--- config.mk ---
export PLATFORM = sky130hd
export DESIGN_NAME = pcu_seq
export DESIGN_NICKNAME = d
export VERILOG_FILES = /design/src/rtl/pid_controller_clamped_unit_macros.svh /design/src/rtl/pcu_pkg.sv /design/src/rtl/pcu_seq.sv
export SDC_FILE = /design/constraint.sdc
export NUM_CORES = 1
export LEC_CHECK = 0
export BUFFER_PORTS_ARGS = -buffer_cell sky130_fd_sc_hd__buf_2
export CAP_MARGIN = 20
export CELL_PAD_IN_SITES_DETAIL_PLACEMENT = 0
export CELL_PAD_IN_SITES_GLOBAL_PLACEMENT = 1
export CORE_ASPECT_RATIO = 1.1
export CORE_MARGIN = 1.5
export CORE_UTILIZATION = 30
export DETAILED_ROUTE_END_ITERATION = 7
export GPL_TIMING_DRIVEN = 0
export PLACE_DENSITY = 0.62
export SLEW_MARGIN = 25
export SYNTH_ARGS = -nofsm -noshare
export SYNTH_HDL_FRONTEND = slang
export SYNTH_SLANG_ARGS = --single-unit
--- constraint.sdc ---
create_clock -name clk -period 1.7 [get_ports clk]
set_input_delay 0 -clock clk [delete_from_list [all_inputs] [get_ports clk]]
set_output_delay 0 -clock clk [all_outputs]
set_load 0.01 [all_outputs]
--- src/rtl/pid_controller_clamped_unit_macros.svh ---
`ifndef PID_CONTROLLER_CLAMPED_UNIT_MACROS_SVH
`define PID_CONTROLLER_CLAMPED_UNIT_MACROS_SVH

// Same-cycle implication, sampled on the rising clock edge, off during reset.
`define PCU_ASSERT_IMPLY(label, clk_s, rstn_s, ante, cons) \
	label: assert property (@(posedge clk_s) disable iff (!rstn_s) (ante) |-> (cons)) \
		else $error("same-cycle implication failed");

// Next-cycle implication, sampled on the rising clock edge, off during reset.
`define PCU_ASSERT_NEXT(label, clk_s, rstn_s, ante, cons) \
	label: assert property (@(posedge clk_s) disable iff (!rstn_s) (ante) |=> (cons)) \
		else $error("next-cycle implication failed");

`endif

--- src/rtl/pcu_pkg.sv ---
package pcu_pkg;

	localparam int DATA_W      = 32;
	localparam int FRAC_BITS   = 16;
	localparam int ACC_W       = 48;
	localparam int MUL_W       = DATA_W + 1;
	localparam int PROD_W      = 2 * MUL_W;
	localparam int WIDE_W      = 2 * DATA_W;
	localparam int P_W         = WIDE_W - FRAC_BITS;
	localparam int TERM_EXP    = 60;
	localparam int I_W         = TERM_EXP + 2;
	localparam int D_W         = TERM_EXP;
	localparam int SUM_W       = WIDE_W;
	localparam int DEN_W       = 38;
	localparam int DIV_W       = WIDE_W;
	localparam int DERIV_SCALE = 50;
	localparam int CFG_IDX_W   = 3;

	typedef logic signed [DATA_W-1:0] data_t;

	typedef enum logic [CFG_IDX_W-1:0] {
		REG_GAIN_P,
		REG_GAIN_I,
		REG_GAIN_D,
		REG_OUT_MAX,
		REG_OUT_MIN
	} reg_idx_t;

	typedef struct packed {
		data_t gain_p;
		data_t gain_i;
		data_t gain_d;
		data_t out_max;
		data_t out_min;
	} cfg_t;

	typedef enum logic [3:0] {
		OP_NOP,
		OP_ERR,
		OP_MUL_P,
		OP_MUL_INC,
		OP_ACC,
		OP_MUL_IL,
		OP_MUL_IH,
		OP_ISUM,
		OP_MUL_DEN,
		OP_MUL_NUM,
		OP_DIV_START,
		OP_DVAL,
		OP_SUM
	} op_t;

	typedef enum logic [1:0] {
		COND_NONE,
		COND_DT_ZERO,
		COND_DIV_BUSY,
		COND_OUT_FULL
	} cond_t;

	localparam int STEPS  = 13;
	localparam int STEP_W = $clog2(STEPS);
	typedef logic [STEP_W-1:0] step_t;

	localparam step_t ST_DIV_WAIT = step_t'(10);
	localparam step_t ST_SUM      = step_t'(12);

	typedef struct packed {
		op_t   op;
		cond_t cond;
		step_t target;
		logic  last;
	} uword_t;

	typedef struct packed {
		op_t  op;
		logic en;
		logic load;
	} ctrl_t;

	typedef struct packed {
		logic dt_zero;
		logic div_busy;
		logic out_full;
	} stat_t;

	// Control program: one word per step.
	function automatic uword_t ucode(step_t s);
		uword_t w;
		unique case (s)
			step_t'(0):  w = '{OP_ERR,       COND_NONE,     step_t'(0),  1'b0};
			step_t'(1):  w = '{OP_MUL_P,     COND_NONE,     step_t'(0),  1'b0};
			step_t'(2):  w = '{OP_MUL_INC,   COND_NONE,     step_t'(0),  1'b0};
			step_t'(3):  w = '{OP_ACC,       COND_NONE,     step_t'(0),  1'b0};
			step_t'(4):  w = '{OP_MUL_IL,    COND_NONE,     step_t'(0),  1'b0};
			step_t'(5):  w = '{OP_MUL_IH,    COND_NONE,     step_t'(0),  1'b0};
			step_t'(6):  w = '{OP_ISUM,      COND_NONE,     step_t'(0),  1'b0};
			step_t'(7):  w = '{OP_MUL_DEN,   COND_DT_ZERO,  ST_SUM,      1'b0};
			step_t'(8):  w = '{OP_MUL_NUM,   COND_NONE,     step_t'(0),  1'b0};
			step_t'(9):  w = '{OP_DIV_START, COND_NONE,     step_t'(0),  1'b0};
			step_t'(10): w = '{OP_NOP,       COND_DIV_BUSY, ST_DIV_WAIT, 1'b0};
			step_t'(11): w = '{OP_DVAL,      COND_NONE,     step_t'(0),  1'b0};
			step_t'(12): w = '{OP_SUM,       COND_OUT_FULL, ST_SUM,      1'b1};
			default:     w = '{OP_NOP,       COND_NONE,     step_t'(0),  1'b1};
		endcase
		return w;
	endfunction

endpackage

--- src/rtl/pcu_seq.sv ---
module pcu_seq (
	input  logic           clk,
	input  logic           arst_n,
	input  logic           in_valid,
	output logic           in_stall,
	input  pcu_pkg::stat_t stat,
	output pcu_pkg::ctrl_t ctrl
);
	import pcu_pkg::*;

	logic   busy_q;
	step_t  step_q;
	uword_t uw;
	logic   jump;
	logic   hold;
	logic   accept;

	assign uw = ucode(step_q);

	always_comb begin
		case (uw.cond)
			COND_DT_ZERO:  jump = stat.dt_zero;
			COND_DIV_BUSY: jump = stat.div_busy;
			COND_OUT_FULL: jump = stat.out_full;
			default:       jump = 1'b0;
		endcase
	end

	// hold the final step while the result register is still occupied
	assign hold      = (uw.cond == COND_OUT_FULL) && stat.out_full;
	assign accept    = in_valid && !busy_q;
	assign in_stall  = busy_q;
	assign ctrl.op   = uw.op;
	assign ctrl.en   = busy_q && !hold;
	assign ctrl.load = accept;

	always_ff @(posedge clk or negedge arst_n) begin
		if (!arst_n) begin
			busy_q <= 1'b0;
			step_q <= '0;
		end else if (accept) begin
			busy_q <= 1'b1;
			step_q <= '0;
		end else if (busy_q) begin
			if (jump) begin
				step_q <= uw.target;
			end else if (uw.last) begin
				busy_q <= 1'b0;
			end else begin
				step_q <= step_q + step_t'(1);
			end
		end
	end

endmodule

-- Word-level counts from Yosys, hierarchy flattened
Memory sizes are Yosys's and may differ from the RTL's.
Cells that the tools add are included.
- add/subtract/negate cells: 1
- equal/unequal tests: 4
- reduce and logical (&&, ||, !) cells: 7
- muxes and demuxes: 9
- operators with widths (operator ; number):
    2-to-1 mux 4 bit ; 4
    adder 4 x 1 -> 4 bit (second input constant) ; 1
    == test 2 bit (second input constant) ; 2
    2-to-1 mux 1 bit ; 4
    logical AND 1 bit ; 3
    inequality test 3 x 1 -> 1 bit (second input constant) ; 1
    case mux 1 bit (3 select lines) ; 1
    == test 2 x 1 -> 1 bit (second input constant) ; 1
    zero test 1 bit ; 2
    AND reduction 2 bit ; 1
    nonzero test 2 bit ; 1
- memory bits (read-only): 160
- output and inout bits: 7
- logic and storage cells: 24
- memories kept: 1
- bits of input ports: 6
- register bits after elaboration: 5
- memories (memory ; depth ; width ; rd ports ; clocked after Yosys merged registers in ; write ports ; line ; source):
    (name not given) ; 16 ; 10 ; 1 ; 0 ; 0 ; pcu_pkg.sv:89 ; unique case (s)

-- Logic depth before layout (Yosys ltp)
An unclocked memory read counts as a cell.
- word-level depth: 6
- gate-level depth with buffers: 6
- mapped depth without buffers: 6

-- Worst setup path before layout
OpenSTA, ideal clock, no wires.
- kind: register -> register
- from: register step_q[0]
- to: register step_q[1]
- setup time: 0.094 ns
- clock period less this slack: 1.408 ns
- buffers on the path: 0
- data arrival time: 1.314 ns
- required time: 1.606 ns
- cell stages (with the launch flop): 6
- path slack: 0.292 ns
- path through: dfrtp_1 -> inv_1 -> ha_1 -> inv_1 -> a32o_1 -> a221oi_2
- longest elaborated chain between the ends: 6
- RTL lines (what ; line ; source):
    from (decl) ; pcu_seq.sv:12 ; step_t step_q;
    from (signal assigned) ; pcu_seq.sv:46 ; step_q <= uw.target;
    from (signal assigned) ; pcu_seq.sv:50 ; step_q <= step_q + step_t'(1);
    memory (16 x 10 bit) ; -- ;
    == test 2 bit / == test 2 x 1 -> 1 bit (equally long branches) ; pcu_seq.sv:21 ; case (uw.cond)
    case mux 1 bit (3 select lines) ; pcu_seq.sv:21 ;
    2-to-1 mux 4 bit ; pcu_seq.sv:45 ; if (jump) begin
    2-to-1 mux 4 bit ; pcu_seq.sv:44 ; end else if (busy_q) begin
    2-to-1 mux 4 bit ; pcu_seq.sv:41 ; end else if (accept) begin
Several ways; a longest one is shown, not always the timed one. The select of a mux whose other input is x is not followed.
A chain may end at the register's enable or synchronous reset.

-- Worst setup path in the final report
- from: register step_q[0]
- to: register step_q[2]
Same word-level chain as after synthesis.

==> impl_metrics.env <==
export IMPL_outcome="completed"
export IMPL_min_to="in_stall"
export IMPL_synth_top_flop_cell="dfrtp_1"
export IMPL_hp_start="in_valid"
export IMPL_rr_endpoint="step_q[2]"
export IMPL_min_path_type="in -> reg"
export IMPL_viasPerCell=5.055
export IMPL_vias=460
export IMPL_hold_viol_final=0
export IMPL_grt_pass1_vias=406
export IMPL_rr_worst_depth=5
export IMPL_place_congestion=0.7526
export IMPL_endpoint_kind="register"
export IMPL_yosysUniqueCellTypes=29
export IMPL_die_area_sq_um=1846
export IMPL_drt_iter0_markers=7
export IMPL_finalCritPeriodShare=0.9235
export IMPL_synth_top_cell_by_area="dfrtp_1"
export IMPL_synth_top_cells_by_area="dfrtp_1, ha_1, a21oi_1, a32o_1, o21ai_1"
export IMPL_fin_skew_ps=1.740
export IMPL_pre_cts_ws_ps=128.1
export IMPL_maxCapViolations=0
export IMPL_slowest_stage="dfrtp_1"
export IMPL_wl_per_cell_um=11.70
export IMPL_coreArea_sq_um=1436
export IMPL_die_h_um=44.92
export IMPL_drc=0
export IMPL_syn_avg_cell_area_sq_um=8.262
export IMPL_die_w_um=41.11
export IMPL_rsz0062_at_grt="false"
export IMPL_critPathMaxFanout=7
export IMPL_path_cells="inv_1 -> ha_1 -> a21oi_2 -> nor2b_1 -> a32o_1"
export IMPL_worstPathRequired_ps=1820
export IMPL_synth_top_area_share=0.2611
export IMPL_ios=13
export IMPL_finalInstanceArea_sq_um=595.6
export IMPL_setup_ws_ps=130.0
export IMPL_ctsResizeCount=0
export IMPL_syn2layout_area_growth_pct=24.28
export IMPL_drv_slew=0
export IMPL_grtUsageTotal=0.1362
export IMPL_r2r_slack_ps=130
export IMPL_tightest_slew_ps=375.3
export IMPL_power_leakage_uw=0.0002824
export IMPL_critPathMaxStageDelay_ps=480
export IMPL_synthArstFlopShare=1.000
export IMPL_clkTransAtPathRegs_ps=40
export IMPL_power_density_nw_per_um2=2152
export IMPL_portBuffers=12
export IMPL_final_setup_viol_count=0
export IMPL_ir_worst_vdd_uv=946.8
export IMPL_nets=86
export IMPL_startpoint_type="register"
export IMPL_ys_seq_area_frac=0.2611
export IMPL_start_util=0.3336
export IMPL_layout_drive_gt1_share=0.3067
export IMPL_overflow=0
export IMPL_whs_path_depth=3
export IMPL_finalCriticalPeriod_ps=1570
export IMPL_fin_tns_setup_ps=0
export IMPL_synth_common_cells="dfrtp_1, nand2_1"
export IMPL_grt_pass1_wl_um=1676
export IMPL_cts_htree_levels=1
export IMPL_syn_area_sq_um=479.2
export IMPL_synth_edff_count=0
export IMPL_fillCellCount=169
export IMPL_rows=14
export IMPL_numCtsBuffers=3
export IMPL_clkSinkCount=5
export IMPL_crit_arrival_ps=1690
export IMPL_power_uw=1281
export IMPL_synthCells=58
export IMPL_clockRootBuffer="clkbuf_4"
export IMPL_cts_buffer_depth=2
export IMPL_detail_route_antenna_nets=0
export IMPL_crit_family="compound AO/OA/AOI/OAI gates"
export IMPL_critical_path_class="reg -> reg"
export IMPL_grt_start_max_net_pins=11
export IMPL_dpl_cell_area_sq_um=559.3
export IMPL_r2r_start="step_q[0]"
export IMPL_yosys_register_bits=5
export IMPL_detailed_place_hpwl_um=824.9
export IMPL_cp_num_buf_inv=1
export IMPL_cts_tree="built"
export IMPL_max_freq_mhz=637.0
export IMPL_yosysWarnings=0
export IMPL_antenna_found_initial=0
export IMPL_relSlewSlack=0.7498
export IMPL_drt_total_wl_um=1065
export IMPL_syn_nets=68
export IMPL_clk_latency_ps=240
export IMPL_insertedDiodeCount=0
export IMPL_drt_pass1_iter_count=4
==> power by group <==
part / internal [uW] / switching [uW]
clock: 88.5 / 44.4
combinational: 423 / 454
sequential: 182 / 89.7
total: 693 / 588
==> worst max-delay path by stage <==
stage	to	start	cells after the start
global route	step_q[2]	step_q[0]	5
CTS	step_q[2]	step_q[0]	5
global placement	step_q[2]	step_q[0]	5
finish	step_q[2]	step_q[0]	5
detailed placement	step_q[2]	step_q[0]	5
floorplan	step_q[1]	step_q[0]	5
==> metrics by stage <==
stage,utilization,instances,hold WS [ps]
after floorplan,-,58,-295.6
after global placement,0.3894,86,-187.1
after detailed placement,0.3894,86,-183.5
after CTS,0.4146,91,57.27
after global routing,0.4146,91,95.39
final,0.4146,91,59.93
==> placed cells by master, fill, tap and decap left out, drive strengths merged <==
| cell type | count |
|---|---|
| a21boi | 1 |
| a21oi | 5 |
| a221oi | 1 |
| a31o | 1 |
| a31oi | 1 |
| a32o | 2 |
| and2 | 1 |
| buf | 15 |
| clkbuf | 5 |
| dfrtp | 5 |
| dlygate4sd3 | 1 |
| ha | 4 |
| inv | 4 |
| mux2 | 1 |
| mux2i | 1 |
| nand2 | 6 |
| nand2b | 2 |
| nand3 | 3 |
| nand3b | 2 |
| nand4 | 1 |
| nand4b | 1 |
| nor2 | 4 |
| nor2b | 2 |
| o21a | 1 |
| o21ai | 5 |
==> sequential cells by signal, summed over array words and instances, names as in the netlist <==
name      cells
step_q        4
in_stall      1
==> cells by family (layout without fill, tap and decap cells) <==
group	count (synthesis)	after routing	synth area share
flip-flops	5	5	0.2611
adder cells (fa/ha/maj)	4	4	0.1044
multiplexers	2	2	0.04439
AND/OR/NAND/NOR	22	22	0.2533
buffers and inverters	8	25	0.08875
AO/OA/AOI/OAI	17	17	0.2481
==> cell type report <==
type,instances,area [sq um],area share
repair buffers,13,70.07,0.1176
flip-flops and latches,5,125.1,0.2101
well taps,16,20.02,0.03361
plain buffers,4,27.53,0.04622
multi-input cells,45,311.5,0.5231
inverters,4,15.01,0.02521
clock buffers,4,26.28,0.04412
==> per-layer routing <==
layer | global-route usage | vias to the layer above | wire [um]
li1 | - | 240 | -
met1 | 0.1832 | 206 | 547
met2 | 0.1969 | 14 | 461
met3 | 0.07389 | 0 | 56
met4 | 0.01935 | 0 | 0
met5 | 0 | - | 0
==> worst reg2reg max path, stage by stage (launching register included) <==
cell and delay [ps]:
dfrtp_1 480, inv_1 140, ha_1 270, a21oi_2 240
nor2b_1 80, a32o_1 260
==> timing repair <==
item | 4_1_cts | 5_1_grt
hold endpoints to repair | 5 | 0
setup endpoints to repair | 0 | 0
hold buffers | 1 | 0
buffers inserted | 0 | 0
Power figures use the tool's default switching activity.
