===== src/rtl/pid_controller_clamped_unit_macros.svh =====
`ifndef PID_CONTROLLER_CLAMPED_UNIT_MACROS_SVH
`define PID_CONTROLLER_CLAMPED_UNIT_MACROS_SVH

// Same-cycle implication, sampled on the rising clock edge, off during reset.
`define PCU_ASSERT_IMPLY(label, clk_s, rstn_s, ante, cons) \
	label: assert property (@(posedge clk_s) disable iff (!rstn_s) (ante) |-> (cons)) \
		else $error("same-cycle implication failed");

// Next-cycle implication, sampled on the rising clock edge, off during reset.
`define PCU_ASSERT_NEXT(label, clk_s, rstn_s, ante, cons) \
	label: assert property (@(posedge clk_s) disable iff (!rstn_s) (ante) |=> (cons)) \
		else $error("next-cycle implication failed");

`endif


===== src/rtl/pcu_pkg.sv =====
package pcu_pkg;

	localparam int DATA_W      = 32;
	localparam int FRAC_BITS   = 16;
	localparam int ACC_W       = 48;
	localparam int MUL_W       = DATA_W + 1;
	localparam int PROD_W      = 2 * MUL_W;
	localparam int WIDE_W      = 2 * DATA_W;
	localparam int P_W         = WIDE_W - FRAC_BITS;
	localparam int TERM_EXP    = 60;
	localparam int I_W         = TERM_EXP + 2;
	localparam int D_W         = TERM_EXP;
	localparam int SUM_W       = WIDE_W;
	localparam int DEN_W       = 38;
	localparam int DIV_W       = WIDE_W;
	localparam int DERIV_SCALE = 50;
	localparam int CFG_IDX_W   = 3;

	typedef logic signed [DATA_W-1:0] data_t;

	typedef enum logic [CFG_IDX_W-1:0] {
		REG_GAIN_P,
		REG_GAIN_I,
		REG_GAIN_D,
		REG_OUT_MAX,
		REG_OUT_MIN
	} reg_idx_t;

	typedef struct packed {
		data_t gain_p;
		data_t gain_i;
		data_t gain_d;
		data_t out_max;
		data_t out_min;
	} cfg_t;

	typedef enum logic [3:0] {
		OP_NOP,
		OP_ERR,
		OP_MUL_P,
		OP_MUL_INC,
		OP_ACC,
		OP_MUL_IL,
		OP_MUL_IH,
		OP_ISUM,
		OP_MUL_DEN,
		OP_MUL_NUM,
		OP_DIV_START,
		OP_DVAL,
		OP_SUM
	} op_t;

	typedef enum logic [1:0] {
		COND_NONE,
		COND_DT_ZERO,
		COND_DIV_BUSY,
		COND_OUT_FULL
	} cond_t;

	localparam int STEPS  = 13;
	localparam int STEP_W = $clog2(STEPS);
	typedef logic [STEP_W-1:0] step_t;

	localparam step_t ST_DIV_WAIT = step_t'(10);
	localparam step_t ST_SUM      = step_t'(12);

	typedef struct packed {
		op_t   op;
		cond_t cond;
		step_t target;
		logic  last;
	} uword_t;

	typedef struct packed {
		op_t  op;
		logic en;
		logic load;
	} ctrl_t;

	typedef struct packed {
		logic dt_zero;
		logic div_busy;
		logic out_full;
	} stat_t;

	// Control program: one word per step.
	function automatic uword_t ucode(step_t s);
		uword_t w;
		unique case (s)
			step_t'(0):  w = '{OP_ERR,       COND_NONE,     step_t'(0),  1'b0};
			step_t'(1):  w = '{OP_MUL_P,     COND_NONE,     step_t'(0),  1'b0};
			step_t'(2):  w = '{OP_MUL_INC,   COND_NONE,     step_t'(0),  1'b0};
			step_t'(3):  w = '{OP_ACC,       COND_NONE,     step_t'(0),  1'b0};
			step_t'(4):  w = '{OP_MUL_IL,    COND_NONE,     step_t'(0),  1'b0};
			step_t'(5):  w = '{OP_MUL_IH,    COND_NONE,     step_t'(0),  1'b0};
			step_t'(6):  w = '{OP_ISUM,      COND_NONE,     step_t'(0),  1'b0};
			step_t'(7):  w = '{OP_MUL_DEN,   COND_DT_ZERO,  ST_SUM,      1'b0};
			step_t'(8):  w = '{OP_MUL_NUM,   COND_NONE,     step_t'(0),  1'b0};
			step_t'(9):  w = '{OP_DIV_START, COND_NONE,     step_t'(0),  1'b0};
			step_t'(10): w = '{OP_NOP,       COND_DIV_BUSY, ST_DIV_WAIT, 1'b0};
			step_t'(11): w = '{OP_DVAL,      COND_NONE,     step_t'(0),  1'b0};
			step_t'(12): w = '{OP_SUM,       COND_OUT_FULL, ST_SUM,      1'b1};
			default:     w = '{OP_NOP,       COND_NONE,     step_t'(0),  1'b1};
		endcase
		return w;
	endfunction

endpackage


===== src/rtl/pcu_div.sv =====
module pcu_div (
	input  logic                      clk,
	input  logic                      arst_n,
	input  logic                      start,
	input  logic [pcu_pkg::DIV_W-1:0] dividend,
	input  logic [pcu_pkg::DEN_W-1:0] divisor,
	output logic                      busy,
	output logic [pcu_pkg::DIV_W-1:0] quotient
);
	import pcu_pkg::*;

	localparam int RADIX_BITS = 2;
	localparam int ROUNDS     = DIV_W / RADIX_BITS;
	localparam int CNT_W      = $clog2(ROUNDS);
	localparam logic [CNT_W-1:0] CNT_LAST = CNT_W'(ROUNDS - 1);

	logic             busy_q;
	logic [CNT_W-1:0] cnt_q;
	logic [DEN_W:0]   rem_q;
	logic [DIV_W-1:0] work_q;
	logic [DEN_W-1:0] den_q;
	logic [DEN_W:0]   rem_n;
	logic [DIV_W-1:0] work_n;

	// restoring division, two quotient bits per cycle; quotient shifts in below the dividend
	always_comb begin
		rem_n  = rem_q;
		work_n = work_q;
		for (int k = 0; k < RADIX_BITS; k++) begin
			rem_n  = {rem_n[DEN_W-1:0], work_n[DIV_W-1]};
			work_n = {work_n[DIV_W-2:0], 1'b0};
			if (rem_n >= {1'b0, den_q}) begin
				rem_n     = rem_n - {1'b0, den_q};
				work_n[0] = 1'b1;
			end
		end
	end

	always_ff @(posedge clk or negedge arst_n) begin
		if (!arst_n) begin
			busy_q <= 1'b0;
			cnt_q  <= '0;
		end else if (start) begin
			busy_q <= 1'b1;
			cnt_q  <= '0;
		end else if (busy_q) begin
			cnt_q <= cnt_q + CNT_W'(1);
			if (cnt_q == CNT_LAST) begin
				busy_q <= 1'b0;
			end
		end
	end

	always_ff @(posedge clk) begin
		if (start) begin
			rem_q  <= '0;
			work_q <= dividend;
			den_q  <= divisor;
		end else if (busy_q) begin
			rem_q  <= rem_n;
			work_q <= work_n;
		end
	end

	assign busy     = busy_q;
	assign quotient = work_q;

endmodule


===== src/rtl/pcu_dp.sv =====
module pcu_dp (
	input  logic                  clk,
	input  logic                  arst_n,
	input  pcu_pkg::ctrl_t        ctrl,
	input  pcu_pkg::cfg_t         cfg,
	input  logic signed [31:0]    target,
	input  logic signed [31:0]    measured,
	input  logic        [31:0]    step_time,
	input  logic                  clear_integral,
	input  logic                  out_stall,
	output pcu_pkg::stat_t        stat,
	output logic                  out_valid,
	output logic signed [31:0]    drive,
	output logic signed [31:0]    error_value,
	output logic                  clamped
);
	import pcu_pkg::*;

	localparam logic signed [ACC_W-1:0] ACC_MAX  = {1'b0, {(ACC_W-1){1'b1}}};
	localparam logic signed [ACC_W-1:0] ACC_MIN  = {1'b1, {(ACC_W-1){1'b0}}};
	localparam logic signed [DATA_W-1:0] D_MAX   = {1'b0, {(DATA_W-1){1'b1}}};
	localparam logic signed [DATA_W-1:0] D_MIN   = {1'b1, {(DATA_W-1){1'b0}}};
	localparam logic signed [SUM_W:0] TERM_HI    = (SUM_W+1)'(1) << TERM_EXP;
	localparam logic signed [SUM_W:0] TERM_LO    = -TERM_HI;

	// item and intermediate registers
	data_t                    tgt_q;
	data_t                    meas_q;
	logic        [DATA_W-1:0] dt_q;
	logic                     clr_q;
	data_t                    err_q;
	logic signed [MUL_W-1:0]  diff_q;
	logic signed [PROD_W-1:0] prod_q;
	logic signed [P_W-1:0]    p_q;
	data_t                    il_q;
	logic signed [I_W-1:0]    i_q;
	logic signed [D_W-1:0]    d_q;
	logic        [DEN_W-1:0]  den_q;
	logic                     neg_q;
	data_t                    drive_q;
	data_t                    error_q;
	logic                     clamped_q;

	// controller state
	logic signed [ACC_W-1:0]  acc_q;
	data_t                    prev_q;
	logic                     windup_q;
	logic                     out_valid_q;

	logic signed [MUL_W-1:0]  mul_a;
	logic signed [MUL_W-1:0]  mul_b;
	logic                     mul_en;
	logic signed [PROD_W-1:0] prod_n;
	logic signed [MUL_W-1:0]  err_wide;
	data_t                    err_n;
	logic signed [ACC_W:0]    acc_sum;
	logic signed [ACC_W-1:0]  acc_n;
	logic signed [P_W-1:0]    inc;
	logic signed [SUM_W:0]    i_sum;
	logic signed [I_W-1:0]    i_n;
	logic        [DIV_W-1:0]  mag;
	logic signed [SUM_W-1:0]  sum;
	logic signed [SUM_W-1:0]  lim_hi;
	logic signed [SUM_W-1:0]  lim_lo;
	data_t                    drive_n;
	logic                     hit;
	logic                     div_start;
	logic                     div_busy;
	logic        [DIV_W-1:0]  quot;
	logic        [DIV_W-1:0]  quot_s;

	always_comb begin
		err_wide = MUL_W'(tgt_q) - MUL_W'(meas_q);
		if (err_wide[MUL_W-1] != err_wide[MUL_W-2]) begin
			err_n = err_wide[MUL_W-1] ? D_MIN : D_MAX;
		end else begin
			err_n = err_wide[DATA_W-1:0];
		end
	end

	// shared multiplier operand select
	always_comb begin
		mul_a  = '0;
		mul_b  = '0;
		mul_en = 1'b1;
		case (ctrl.op)
			OP_MUL_P: begin
				mul_a = MUL_W'(cfg.gain_p);
				mul_b = MUL_W'(err_q);
			end
			OP_MUL_INC: begin
				mul_a = MUL_W'(err_q);
				mul_b = $signed({1'b0, dt_q});
			end
			OP_MUL_IL: begin
				mul_a = MUL_W'(cfg.gain_i);
				mul_b = MUL_W'($signed({1'b0, acc_q[FRAC_BITS-1:0]}));
			end
			OP_MUL_IH: begin
				mul_a = MUL_W'(cfg.gain_i);
				mul_b = MUL_W'($signed(acc_q[ACC_W-1:FRAC_BITS]));
			end
			OP_MUL_DEN: begin
				mul_a = $signed({1'b0, dt_q});
				mul_b = MUL_W'(DERIV_SCALE);
			end
			OP_MUL_NUM: begin
				mul_a = MUL_W'(cfg.gain_d);
				mul_b = diff_q;
			end
			default: mul_en = 1'b0;
		endcase
	end

	assign prod_n = mul_a * mul_b;

	always_comb begin
		inc     = prod_q[WIDE_W-1:FRAC_BITS];
		acc_sum = (ACC_W+1)'(acc_q) + (ACC_W+1)'(inc);
		if (acc_sum[ACC_W] != acc_sum[ACC_W-1]) begin
			acc_n = acc_sum[ACC_W] ? ACC_MIN : ACC_MAX;
		end else begin
			acc_n = acc_sum[ACC_W-1:0];
		end
	end

	always_comb begin
		i_sum = (SUM_W+1)'($signed(prod_q[WIDE_W-1:0])) + (SUM_W+1)'(il_q);
		if (i_sum > TERM_HI) begin
			i_n = TERM_HI[I_W-1:0];
		end else if (i_sum < TERM_LO) begin
			i_n = TERM_LO[I_W-1:0];
		end else begin
			i_n = i_sum[I_W-1:0];
		end
	end

	assign mag = prod_q[WIDE_W-1] ? (~prod_q[WIDE_W-1:0] + DIV_W'(1)) : prod_q[WIDE_W-1:0];
	assign quot_s = neg_q ? (~quot + DIV_W'(1)) : quot;

	always_comb begin
		sum    = SUM_W'(p_q) + SUM_W'(i_q) + SUM_W'(d_q);
		lim_hi = SUM_W'(cfg.out_max);
		lim_lo = SUM_W'(cfg.out_min);
		if (sum > lim_hi) begin
			drive_n = cfg.out_max;
			hit     = 1'b1;
		end else if (sum < lim_lo) begin
			drive_n = cfg.out_min;
			hit     = 1'b1;
		end else begin
			drive_n = sum[DATA_W-1:0];
			hit     = 1'b0;
		end
	end

	assign div_start = ctrl.en && (ctrl.op == OP_DIV_START);

	pcu_div u_div (
		.clk      (clk),
		.arst_n   (arst_n),
		.start    (div_start),
		.dividend (mag),
		.divisor  (den_q),
		.busy     (div_busy),
		.quotient (quot)
	);

	always_ff @(posedge clk) begin
		if (ctrl.load) begin
			tgt_q  <= target;
			meas_q <= measured;
			dt_q   <= step_time;
			clr_q  <= clear_integral;
		end
		if (ctrl.en && mul_en) begin
			prod_q <= prod_n;
		end
		if (ctrl.en) begin
			case (ctrl.op)
				OP_ERR: begin
					err_q  <= err_n;
					diff_q <= MUL_W'(meas_q) - MUL_W'(prev_q);
				end
				OP_MUL_INC:   p_q   <= prod_q[WIDE_W-1:FRAC_BITS];
				OP_MUL_IH:    il_q  <= prod_q[DATA_W+FRAC_BITS-1:FRAC_BITS];
				OP_ISUM:      i_q   <= i_n;
				OP_MUL_DEN:   d_q   <= '0;
				OP_MUL_NUM:   den_q <= prod_q[DEN_W-1:0];
				OP_DIV_START: neg_q <= prod_q[WIDE_W-1];
				OP_DVAL:      d_q   <= quot_s[D_W-1:0];
				OP_SUM: begin
					drive_q   <= drive_n;
					error_q   <= err_q;
					clamped_q <= hit;
				end
				default: ;
			endcase
		end
	end

	always_ff @(posedge clk or negedge arst_n) begin
		if (!arst_n) begin
			acc_q       <= '0;
			prev_q      <= '0;
			windup_q    <= 1'b0;
			out_valid_q <= 1'b0;
		end else begin
			if (out_valid_q && !out_stall && !(ctrl.en && ctrl.op == OP_SUM)) begin
				out_valid_q <= 1'b0;
			end
			if (ctrl.en) begin
				case (ctrl.op)
					OP_ERR: begin
						prev_q <= meas_q;
						if (clr_q) begin
							acc_q <= '0;
						end
					end
					OP_ACC: begin
						// freeze the integral while the last output sat on a limit
						if (!windup_q) begin
							acc_q <= acc_n;
						end
					end
					OP_SUM: begin
						windup_q    <= hit;
						out_valid_q <= 1'b1;
					end
					default: ;
				endcase
			end
		end
	end

	assign stat.dt_zero  = (dt_q == '0);
	assign stat.div_busy = div_busy;
	assign stat.out_full = out_valid_q && out_stall;

	assign out_valid   = out_valid_q;
	assign drive       = drive_q;
	assign error_value = error_q;
	assign clamped     = clamped_q;

endmodule

===== config.mk =====
export PLATFORM = sky130hd
export DESIGN_NAME = pcu_dp
export DESIGN_NICKNAME = d
export VERILOG_FILES = /design/src/rtl/pid_controller_clamped_unit_macros.svh /design/src/rtl/pcu_pkg.sv /design/src/rtl/pcu_div.sv /design/src/rtl/pcu_dp.sv
export SDC_FILE = /design/constraint.sdc
export NUM_CORES = 2
export LEC_CHECK = 0
export ABC_CLOCK_PERIOD_IN_PS = 9400
export BUFFER_PORTS_ARGS = -buffer_cell sky130_fd_sc_hd__buf_4
export CORE_ASPECT_RATIO = 1.1
export CORE_MARGIN = 1.5
export CORE_UTILIZATION = 59
export DETAILED_ROUTE_END_ITERATION = 8
export PLACE_DENSITY = 0.81
export SLEW_MARGIN = 20
export SYNTH_ARGS = -nofsm -noshare
export SYNTH_HDL_FRONTEND = slang
export SYNTH_SLANG_ARGS = --single-unit

===== constraint.sdc =====
create_clock -name clk -period 9.4 [get_ports clk]
set_input_delay 1.41 -clock clk [delete_from_list [all_inputs] [get_ports clk]]
set_output_delay 1.41 -clock clk [all_outputs]
set_load 0.03 [all_outputs]

# Word-level counts from Yosys, hierarchy flattened
# Cells that the tools add are included.
# Widths: inputs -> output; s select.
[classes]
add_sub_neg = 11
n_mul = 1
n_lt_le_gt_ge = 6
n_eq_ne = 17
n_mux = 32
n_bitwise = 2
reduce_logical = 24
[ops]
columns = ["op", "count"]
rows = [
  ["$pmux 33 s6", 1],
  ["$mux 48", 4],
  ["$mux 64", 3],
  ["$pmux 33 s5", 1],
  ["$mux 32", 4],
  ["$pmux 60 s2", 1],
  ["$pmux 48 s2", 1],
  ["$ge 39x38->1", 2],
  ["$mux 38", 2],
  ["$sub 38x38->38", 2],
  ["$sub 32x32->33", 2],
  ["$add 64x32->65", 1],
  ["$gt 65x62->1 const B", 1],
  ["$lt 65x61->1 const B", 1],
  ["$add 63x60->64", 1],
  ["$add 64x1->64 const B", 1],
  ["$gt 64x32->1", 1],
  ["$lt 64x32->1", 1],
  ["$mul 33x33->64", 1],
  ["$not 64->64", 1],
  ["$add 48x62->63", 1],
  ["$mux 62", 1],
  ["$add 60x1->60 const B", 1],
  ["$mux 60", 1],
  ["other kinds (20)", 57],
]
[totals]
register_bits = 760
input_bits = 266

# Longest topological paths before layout
[depth]
ltp_word = 7
mapped_depth = 38
mapped_depth_nobuf = 34

# By module
# Synthesis repeated with hierarchy kept, for this count alone.
[hier_totals]
hier_cells = 9389
area_unflattened_um2 = 89781.1
[modules_own_cells]
columns = ["module", "instances", "cells_per_inst", "area_each_um2"]
rows = [
  ["pcu_dp", 1, 8304, 79411.2],
  ["pcu_div", 1, 1085, 10369.9],
]

# Worst setup path before layout
# Ideal clock, no wire load.
[synth_path]
kind = "input-to-reg"
from = "input port ctrl[3] (netlist name)"
to = "register prod_q[61], data pin"
setup_ns = 0.258
arrival_time_ns = 10.766
required_time_ns = 9.142
setup_slack_ns = -1.624
stages = 33
path_buffers = 5
cell_sequence = "clkbuf_1 > nand2b_1 > nor3_1 > clkbuf_1 > clkbuf_1 > nand2_1 > and4_1 > clkbuf_1 > clkbuf_1 > nor2_1 > fa_1 > inv_1 > fa_1 > inv_1 > fa_1 > fa_1 > inv_1 > fa_1 > inv_1 > fa_1 > fa_1 > inv_1 > fa_1 > inv_1 > ha_1 > and3_1 > nand4_1 > a2111oi_0 > o41ai_1 > o2111ai_1 > a31o_2 > a21oi_1 > xnor2_1"
[synth_between]
elab_chain_cells = 4
word_cells_on_any_way = 10
classes_between = "mul: 1; eq/ne: 6; mux: 2; reduce/logical: 1"
[synth_lines]
columns = ["item", "line_no", "text"]
rows = [
  ["start: declaration", "pcu_dp.sv:4", "input pcu_pkg::ctrl_t ctrl,"],
  ["$eq 4x3->1", "pcu_dp.sv:86", "case (ctrl.op)"],
  ["$reduce_or 2->1 (no source line)", "-", ""],
  ["$pmux 33 s5", "pcu_dp.sv:86", ""],
  ["$mul 33x33->64 *", "pcu_dp.sv:115", "assign prod_n = mul_a * mul_b;"],
  ["named net prod_n[61]", "pcu_dp.sv:53", "logic signed [PROD_W-1:0] prod_n;"],
  ["end signal: assignment", "pcu_dp.sv:177", "prod_q <= prod_n;"],
  ["end: declaration", "pcu_dp.sv:33", "logic signed [PROD_W-1:0] prod_q;"],
]
# Mark *: on every way through the listed nets, which the timed path passes. The rest lies on a longest branch.
# A chain may end at the register's enable or synchronous reset.

# Worst setup path after layout
# Ends and elaborated chain as after synthesis.

==> results.py <==
metrics = {
    "run_status": {
        "status": "finished, violations left",
        "violations": "design-rule violations, negative setup slack",
    },
    "timing": {
        "fmax_mhz": 100,
        "setup_violations": 28,
        "fin_worst_skew_ps": 42.7,
        "relSlewSlack_pct": 23.5,
        "rsz0062_at_grt": "yes",
        "hold_violations": 0,
        "fin_ws_ps": -555,
        "period_share_pct": 106,
        "finalSetupTns_ps": -7760,
        "slew_viol_final": 0,
        "min_period_ps": 9950,
        "worst_slew_pin_slew_ps": 1140,
    },
    "hold_path": {
        "hp-class": "flop to flop",
        "min_from": "den_q[32]",
        "hold_path_depth": 0,
        "holdPathEnd": "u_div.den_q[32]",
    },
    "yosys": {
        "yosysTopAreaCell": "fa_1",
        "ys_top_cells_by_count": "inv_1, fa_1, nand2_1",
        "synth_seq_cells": 760,
        "syn_area_mm2": 0.0897,
        "yosys.cell_types.count": 81,
        "yosysWarnings": 0,
        "syn_nets": 11613,
        "ys_top_cells_by_area": "fa_1, edfxtp_1, ha_1",
        "synth_ff_type": "edfxtp_1",
        "yosysMostFrequentCell": "inv_1",
        "ys_async_sr_fraction_pct": 11.6,
        "synth_cells": 9496,
        "ys_seq_area_share_pct": 24.5,
        "synth-edff-count": 634,
        "synth_top_area_share_pct": 26.6,
        "synth.avg_cell_area_um2": 9.45,
    },
    "final_layout": {
        "drive_above_1_share_pct": 16.0,
        "final_area_mm2": 0.106,
        "finalNonFillerCells": 12418,
        "post-route-util_pct": 70.2,
        "nets": 12488,
        "syn_to_final_growth_pct": 17.7,
    },
    "floorplanning": {
        "core_mm2": 0.150,
        "die_w_um": 375,
        "die_area_mm2": 0.154,
        "start_util_pct": 59.6,
        "dieHeight_um": 412,
        "io_pins": 335,
        "rows": 149,
    },
    "power_and_ir_drop": {
        "p_per_area_mw_per_mm2": 226,
        "power.total_mw": 23.9,
        "ir_drop_v": 0.000230,
        "power.leakage_nw": 49.0,
    },
    "setup_path": {
        "timing.critical_path.mode_cell": "buf_4",
        "r2r_cells": 30,
        "critPathSlowestCell": "fa_1",
        "crit_type": "primary input to flop",
        "r2r_setup_slack_ps": 330,
        "arrival_ps": 10440,
        "crit_family": "adder cells",
        "r2r-end": "prod_q[61]",
        "required_ps": 9880,
        "worst-path-buf-inv": 18,
        "r2r-start": "err_q[12]",
        "endpoint_kind": "flop",
        "path_depth": 42,
        "cpPeakStageDelay_ps": 660,
        "cp-start-kind": "primary input",
        "worst-path-max-fanout": 8,
    },
    "drt": {
        "routed_wl_um": 353000,
        "wl_met1_um": 120000,
        "routed-wl-met2_um": 158000,
        "num_vias": 78631,
        "viasPerCell": 6.33,
        "first_pass_iters": 9,
        "drtAntennaViolNets": 0,
        "drc": 8,
        "top_layer": "met5",
        "drt_iter0_markers": 8794,
        "dr_wl_met3_um": 38300,
        "wl_per_cell_um": 28.4,
    },
    "clocking": {
        "cts_tree": "yes",
        "clk_pin_slew_ps": 60,
        "clock_latency_ps": 750,
        "cts.sinks": 760,
        "htreeDepth": 3,
        "root_buffer": "clkbuf_16",
        "cts_buffer_depth": 3,
        "cts-buffers-inserted": 84,
    },
    "global_routing": {
        "grt_pass1_wl_um": 508000,
        "antenna_found_initial": 22,
        "grt_max_degree": 78,
        "gr-total-overflow": 0,
        "first_global_vias": 80293,
        "grt_usage_pct": 45.0,
    },
    "place": {
        "place.gp.congestion": 1.15,
        "dp.cells": 12185,
        "dpl.hpwl_um": 281000,
        "port_buffers": 334,
        "postPlaceCellArea_mm2": 0.101,
    },
    "run": {
        "drv_cap": 0,
    },
}
## layout make-up
cell class	count	area (µm²)
Clock buffer	102	2270
Tap cell	1963	2460
Timing Repair Buffer	1181	10300
Multi-Input combinational cell	6872	62300
Clock inverter	54	731
Inverter	1472	5530
Fill cell	11057	44800
Sequential cell	760	22000
Antenna cell	14	35.0
## registers in the layout (all words and copies together) (netlist names), 5 cells and up
register	count
u_div.cnt_q	5
meas_q	32
prev_q	32
err_q	32
drive	32
tgt_q	32
p_q	48
il_q	32
u_div.rem_q	38
diff_q	33
d_q	60
i_q	62
u_div.quotient	64
den_q	38
prod_q	64
acc_q	48
error_value	32
u_div.den_q	38
dt_q	32
## how the worst max path moves through the flow
stage / start / endpoint / slack, ps
floorplan: ctrl[2] / prod_q[61] / -340
global placement: ctrl[4] / prod_q[61] / -1660
detailed placement: ctrl[5] / prod_q[61] / -1690
CTS: ctrl[3] / prod_q[58] / -230
global route: ctrl[3] / prod_q[61] / -730
finish: ctrl[3] / prod_q[61] / -550
## cell usage in the layout (no fill, tap or decap), types with 27 or more instances in the layout
| master | Yosys | routed |
|---|---|---|
| a211oi_1 | 37 | 33 |
| a21o_1 | 239 | 239 |
| a21oi_1 | 495 | 472 |
| a22o_1 | 42 | 42 |
| a22oi_1 | 86 | 63 |
| a31oi_1 | 56 | 54 |
| and2_1 | 38 | 32 |
| and3_1 | 47 | 43 |
| and4_1 | 59 | 28 |
| buf_12 | 0 | 94 |
| buf_4 | 1 | 1048 |
| buf_6 | 0 | 28 |
| clkbuf_16 | 0 | 87 |
| dfrtp_1 | 88 | 87 |
| dfxtp_1 | 38 | 38 |
| edfxtp_1 | 634 | 634 |
| fa_1 | 1194 | 1162 |
| fa_2 | 0 | 32 |
| ha_1 | 657 | 620 |
| ha_4 | 0 | 35 |
| inv_1 | 1472 | 1438 |
| inv_2 | 0 | 31 |
| maj3_1 | 31 | 31 |
| mux2i_1 | 100 | 99 |
| nand2_1 | 1090 | 1063 |
| nand2b_1 | 80 | 76 |
| nand3_1 | 84 | 79 |
| nand4_1 | 122 | 122 |
| nor2_1 | 818 | 798 |
| nor2b_1 | 63 | 62 |
| nor3_1 | 101 | 93 |
| o21a_1 | 63 | 63 |
| o21ai_0 | 412 | 399 |
| o21bai_1 | 62 | 60 |
| o31ai_1 | 59 | 58 |
| o41ai_1 | 32 | 30 |
| or3_1 | 38 | 37 |
| or4_1 | 28 | 27 |
| xnor2_1 | 239 | 237 |
| xor2_1 | 210 | 210 |
## cell families after synthesis
logic type      after synthesis  share of synthesized area [%]
compound gates             1793                           12.8
mux                         107                           1.20
xor+xnor                    449                           4.38
fa+ha+maj                  1882                           36.2
simple gates               2641                           13.1
buf+inv                    1864                           7.81
flops                       760                           24.5
## where the power goes
group / switching [mW] / internal, mW
Clock: 1.56 / 2.08
Sequential: 0.856 / 4.53
Combinational: 8.73 / 6.12
Total: 11.1 / 12.7
## stage by stage
step,hold WS (ps),worst slack (ps)
floorplan,400,-335
global placement,403,-1660
detailed placement,406,-1690
CTS,419,-227
global route,428,-734
finish,420,-555
## timing repair
action	4_1_cts	5_1_grt
hold endpoints to repair	0	0
hold buffers	0	0
resized for setup	191	121
setup buffers	43	20
cloned	2	2
pin swaps	73	78
endpoints found under the setup margin	33	31
## metal layers
| layer | GRT usage [%] | vias up |
|---|---|---|
| met5 | 0 | - |
| met4 | 36.6 | 20 |
| met3 | 10.9 | 1597 |
| met2 | 71.9 | 5281 |
| met1 | 51.9 | 38359 |
| li1 | - | 33374 |
No activity file was read; power rests on OpenSTA's default activity.
